## src/spd_pkg.sv

```systemverilog
// Types and constants shared by the stereo ping-pong delay.
// No dependencies; imported by the multiplier unit and the top level.
`default_nettype none

package spd_pkg;

	localparam int DELAY_W = 17;
	localparam int FB_W = 16;
	localparam int WET_W = 17;
	localparam int B0_W = 29;
	localparam int COEF_W = 32;
	localparam int CW = 33;
	localparam int ST_W = 40;

	localparam int CFG_IDX_W = 3;
	localparam int CFG_DATA_W = 32;

	localparam int FB_MAX = 62259;
	localparam int WET_ONE = 65536;

	localparam logic [CFG_IDX_W-1:0] REG_DELAY_LEFT = 3'd0;
	localparam logic [CFG_IDX_W-1:0] REG_DELAY_RIGHT = 3'd1;
	localparam logic [CFG_IDX_W-1:0] REG_FEEDBACK_GAIN = 3'd2;
	localparam logic [CFG_IDX_W-1:0] REG_WET_GAIN = 3'd3;
	localparam logic [CFG_IDX_W-1:0] REG_CROSS_FEEDBACK = 3'd4;
	localparam logic [CFG_IDX_W-1:0] REG_LPF_B0 = 3'd5;
	localparam logic [CFG_IDX_W-1:0] REG_LPF_A1 = 3'd6;
	localparam logic [CFG_IDX_W-1:0] REG_LPF_A2 = 3'd7;

	localparam logic [DELAY_W-1:0] DELAY_RST = 17'd12000;
	localparam logic [FB_W-1:0] FB_RST = 16'd26214;
	localparam logic [WET_W-1:0] WET_RST = 17'd32768;
	localparam logic [B0_W-1:0] B0_RST = 29'd268435456;

	localparam logic signed [ST_W-1:0] ST_MAX = {1'b0, {(ST_W-1){1'b1}}};
	localparam logic signed [ST_W-1:0] ST_MIN = {1'b1, {(ST_W-1){1'b0}}};

	typedef enum logic [2:0] {
		A_B0,
		A_A1,
		A_A2,
		A_FB,
		A_DRY,
		A_WET
	} a_sel_t;

	typedef enum logic [1:0] {
		B_FED,
		B_Y,
		B_SMP,
		B_DEL
	} b_sel_t;

	typedef struct packed {
		logic issue;
		a_sel_t a_sel;
		b_sel_t b_sel;
	} mul_ctrl_t;

	typedef struct packed {
		logic [B0_W-1:0] b0;
		logic [COEF_W-1:0] a1;
		logic [COEF_W-1:0] a2;
		logic [FB_W-1:0] fb;
		logic [WET_W-1:0] wet;
	} coef_t;

endpackage

`default_nettype wire

```

## src/spd_mul.sv

```systemverilog
// Shared signed multiplier with operand selection and a registered product.
// Depends on spd_pkg for the operand select codes and the coefficient bundle.
`default_nettype none

module spd_mul import spd_pkg::*; #(
	parameter int SB = 24
) (
	input  logic                        clk,
	input  mul_ctrl_t                   ctrl,
	input  coef_t                       coef,
	input  logic signed [SB-1:0]        fed,
	input  logic signed [SB-1:0]        y,
	input  logic signed [SB-1:0]        smp,
	input  logic signed [SB-1:0]        del,
	output logic signed [CW+SB-1:0]     prod
);

	logic signed [CW-1:0] a_op;
	logic signed [SB-1:0] b_op;
	logic signed [CW+SB-1:0] prod_s1;

	always_comb begin
		case (ctrl.a_sel)
			A_B0: a_op = $signed(CW'(coef.b0));
			A_A1: a_op = CW'($signed(coef.a1));
			A_A2: a_op = CW'($signed(coef.a2));
			A_FB: a_op = $signed(CW'(coef.fb));
			A_DRY: a_op = $signed(CW'(WET_ONE) - CW'(coef.wet));
			A_WET: a_op = $signed(CW'(coef.wet));
			default: a_op = '0;
		endcase
	end

	always_comb begin
		case (ctrl.b_sel)
			B_FED: b_op = fed;
			B_Y: b_op = y;
			B_SMP: b_op = smp;
			B_DEL: b_op = del;
			default: b_op = '0;
		endcase
	end

	always_ff @(posedge clk) begin
		if (ctrl.issue) begin
			prod_s1 <= a_op * b_op;
		end
	end

	assign prod = prod_s1;

endmodule

`default_nettype wire

```

## config.mk

```make
export PLATFORM = sky130hd
export DESIGN_NAME = spd_mul
export DESIGN_NICKNAME = d
export VERILOG_FILES = /design/src/spd_pkg.sv /design/src/spd_mul.sv
export SDC_FILE = /design/constraint.sdc
export NUM_CORES = 2
export LEC_CHECK = 0
export ABC_AREA = 1
export BUFFER_PORTS_ARGS = -buffer_cell sky130_fd_sc_hd__buf_2
export CORE_MARGIN = 2
export CORE_UTILIZATION = 60
export DETAILED_ROUTE_END_ITERATION = 10
export HOLD_SLACK_MARGIN = 0.05
export PLACE_DENSITY = 0.8
export SLEW_MARGIN = 20
export SYNTH_ARGS = -nofsm -noshare
export SYNTH_HDL_FRONTEND = slang
export SYNTH_SLANG_ARGS = --single-unit
export TNS_END_PERCENT = 100
```

## constraint.sdc

```tcl
create_clock -name clk -period 10.79 [get_ports clk]
set_input_delay 2.158 -clock clk [delete_from_list [all_inputs] [get_ports clk]]
set_output_delay 2.158 -clock clk [all_outputs]
set_load 0.02 [all_outputs]
```

# [After elaboration in Yosys (flattened, before gate mapping)]
# Cells that the tools add are included.
[totals] latchBits=0 wordCells=15 ramBits=0 memories=0 output_inout_bits=57 ff_bits=57 rom_bits=0
[op_classes] div=0 add_sub_neg=1 n_bitwise=0 order_cmp=0 eq_ne=8 mux=2 n_reduce_logical=2 shift=0 n_mul=1
[op_table] cell="$pmux 33 s6" n=1
[op_table] cell="$pmux 24 s4" n=1
[op_table] cell="$mul 33x24->57" n=1
[op_table] cell="$sub 17x17->18 const A" n=1
[op_table] cell="$eq 3x2->1 const B" n=2
[op_table] cell="$eq 3x3->1 const B" n=2
[op_table] cell="$eq 2x2->1 const B" n=2
[op_table] cell="$eq 3x1->1 const B" n=1
[op_table] cell="$logic_not 3->1" n=1
[op_table] cell="$eq 2x1->1 const B" n=1
[op_table] cell="$logic_not 2->1" n=1

# [Logic depth before layout (Yosys ltp)]
[depth] ltp_word=3 ltp_mapped=39 ltp_nobuf=39

# [Worst setup path after synthesis]
# No wires, ideal clock.
[synth_timing] path_kind="input to register" from="input coef[3] (netlist bit)" to="register prod_s1[56], in the netlist prod[56] (data pin)" cell_stages=29 setup_slack_ns=2.035 t_arrival_ns=8.503 path_cell_list="inv_1 -> nand4_1 -> nor2_2 -> nand3_1 -> nand2_1 -> inv_1 -> nand2_2 -> nand2_1 -> inv_1 -> buf_2 -> nor2_1 -> fa_1 -> fa_1 -> fa_1 -> fa_1 -> fa_1 -> inv_1 -> fa_1 -> fa_1 -> inv_1 -> ha_1 -> nand2_1 -> nor2_1 -> nand2_1 -> nor2_1 -> and3_1 -> nand2_1 -> nand3_1 -> nand2_1"
[synth_between] elab_chain_cells=3
[synth_lines] element="from (decl)" line="spd_mul.sv:10" source="input coef_t coef,"
[synth_lines] element="$sub 17x17->18" line="spd_mul.sv:28" source="A_DRY: a_op = $signed(CW'(WET_ONE) - CW'(coef.wet));"
[synth_lines] element="$pmux 33 s6 *" line="spd_mul.sv:23" source="case (ctrl.a_sel)"
[synth_lines] element="$mul 33x24->57 *" line="spd_mul.sv:46" source="prod_s1 <= a_op * b_op;"
[synth_lines] element="to (signal assigned)" line="spd_mul.sv:46"
[synth_lines] element="to (decl)" line="spd_mul.sv:20" source="logic signed [CW+SB-1:0] prod_s1;"
# Mark *: on every way between the ends. The rest lies on a longest branch, timed or not.
# A chain may end at the register's enable or synchronous reset.

# [Final worst setup path]
[layout_timing] from="input ctrl[0] (netlist bit)" to="register prod_s1[53], in the netlist prod[53] (data pin)"
[layout_between] elab_chain_cells=3 word_cells_on_any_way=6 classes_between="mul (1); eq/ne (3); mux (1); reduce/logical (1)"
[layout_lines] element="from (decl)" line="spd_mul.sv:9" source="input mul_ctrl_t ctrl,"
[layout_lines] element="$eq 2x2->1, or another cell as far along" line="spd_mul.sv:35" source="case (ctrl.b_sel)"
[layout_lines] element="$pmux 24 s4 *" line="spd_mul.sv:35"
[layout_lines] element="$mul 33x24->57 *" line="spd_mul.sv:46"
# Marks and branches as above.

==> metrics.txt <==
CTS resizes=0; area leader, netlist=fa_1; FP Rows=85; number of global-route vias before repair=30086; Max-Cap Viols=0; FF+latch count, synth=57; max incr delay on CP=0.72 ns; clock-pin transition on the worst setup and hold timing paths=0.06 ns; status=finished clean; most frequent cells after synthesis=inv_1 (1109), nand2_1 (1045), fa_1 (790); worst path required time=10.87 ns; kind of critical path=input port to flip-flop; Layout fillers=4695; Final Max Slew Viols=0; first-pass GRT wire length=170000 µm; Max Root-Sink Buffers=2; sequential area share after synthesis=5.29%; met3 wire len=11800 µm; nets=5534; max FFs per register=57; H-tree depth=3; Tmin final=9.93 ns; Most used DFF post-synth=edfxtp_1; DRT Wirelength=108000 µm; share of the synthesized area in the top cell type=48.9%; Final Cycle Share=92.0%; initial antenna violation count=4; DRC=0; Ports=286; dominant cell by count in the synthesized netlist=inv_1; slew margin rel.=39.9%; hold depth=2; Mapped Cells=4119; clk root buf=clkbuf_16; clk sinks=57; Die Y=236 µm; core area=0.0536 mm²; synth unique cells=46; Hold-fix buffers, CTS=0; IO buf count=285; Detail Route met2 WL=49700 µm; f_max=101 MHz; pin count of the biggest net entering global routing=58; Vias per Instance=5.53; Slew @ Worst Pin=0.901 ns; Placer Congestion=1.01; final core utilization=65.1%; setup bufs post-CTS=0; via count=28049; drt wl/cell=21.3 µm; slowest CP cell=fa_1; Synthesis Warnings=0; RSZ-0062 raised after global routing=false; Async SR Flop Fraction=0%; Area contributors post-synth=fa_1 (49%), inv_1 (13%), nand2_1 (12%); most frequent CP cell=fa_1; initial core utilization=60.3%; die area=0.0558 mm²; crit end category=flip-flop; setup violators final=0; Mapped Area=0.0323 mm²; crit start category=input port; syn nets=5290; grt total ovfl=0; 1st-iter DRT viols=2694; share of layout cells above drive strength 1=10.1%; Post-DP HPWL=93000 µm; top sig layer=met4; Final TNS setup=0 ns; min-delay worst type=input port to flip-flop; worst-path fanout max=22; crit path DAT=10.01 ns; Mean Syn Cell Area=7.85 µm²; hold wc startpoint=ctrl[5]; P&R area growth vs syn=7.94%; M1 wire length=39300 µm; Hold Crit Endpoint=prod[2]$_DFFE_PP_; EDFF count, synth=57; Final Hold Vio Count=0; GRT Overall Usage=40.6%; remaining antenna violation count=0; CTS tree=yes; Die Wd=236 µm; clock buffer count from CTS=9; drt first pass iters=6
==> cell type report <==
type                            count  area, µm²  share of cell area (%)
Multi-Input combinational cell   2788      25700                    73.6
Inverter                         1147       4310                    12.3
Timing Repair Buffer              360       1990                    5.70
Sequential cell                    57       1710                    4.90
Tap cell                          696        871                    2.49
Clock buffer                       10        229                   0.656
Clock inverter                      6        106                   0.305
Antenna cell                        5       12.5                  0.0358
==> worst max path at each step <==
stage | start | endpoint | slack [ns] | cells past startpoint
after global routing | ctrl[3] | prod[45]$_DFFE_PP_ | 0.24 | 31
after detailed placement | ctrl[3] | prod[45]$_DFFE_PP_ | 0.68 | 31
after global placement | coef[0] | prod[24]$_DFFE_PP_ | 0.67 | 33
after floorplan | coef[3] | prod[56]$_DFFE_PP_ | 2.03 | 29
final | ctrl[0] | prod[53]$_DFFE_PP_ | 0.86 | 27
after CTS | coef[3] | prod[45]$_DFFE_PP_ | 1.02 | 29
==> layer usage <==
layer / vias up / track usage, %
met3: 369 / 9.23
met2: 1645 / 65.1
li1: 12237 / -
met1: 13798 / 51.9
met5: - / 0
met4: 0 / 21.1
==> metrics by stage <==
step                      hold slack, ns  cells  cell area [µm²]  worst slack, ns
final                               2.53   5069            34900            0.863
after global routing                2.55   5065            34900            0.241
after CTS                           2.54   5064            34900             1.02
after detailed placement            2.60   5048            34600            0.677
after global placement              2.60   5048            34600            0.671
after floorplan                     2.27   4119            32300             2.03
==> logic make-up after synthesis <==
family,count (synthesis),synth area share (%)
adder cells (fa/ha/maj),942,54.8
AO/OA/AOI/OAI,185,3.76
XOR/XNOR,39,1.06
AND/OR/NAND/NOR,1622,19.8
flip-flops,57,5.29
buffers and inverters,1274,15.3
==> critical path, delay by kind of cell <==
| family | cells | cell delay [ns] |
|---|---|---|
| and+or+nand+nor | 10 | 1.86 |
| buffers and inverters | 8 | 1.33 |
| adders and majority gates | 8 | 4.14 |
| AOI/OAI and AO/OA | 1 | 0.48 |
==> cells in the final DEF (no fill, tap or decap), drive strengths merged <==
cell / instances
o21bai: 6
inv: 1144
o21ai: 46
nor2: 426
a21o: 1
nor4: 1
o21a: 13
a221oi: 13
edfxtp: 57
nand3b: 3
and2: 6
nor3b: 1
nand4: 27
nor3: 17
a22o: 25
bufinv: 3
diode: 5
nand2: 1055
clkbuf: 10
clkinv: 6
xor2: 26
o211ai: 3
xnor2: 13
fa: 790
a22oi: 2
and3: 2
ha: 152
a211oi: 6
nand3: 84
buf: 360
a21oi: 67
a21boi: 3
Power is left out: the tool's default activity adds up to more than one toggle a clock period on the data nets, which glitch-free logic cannot reach.
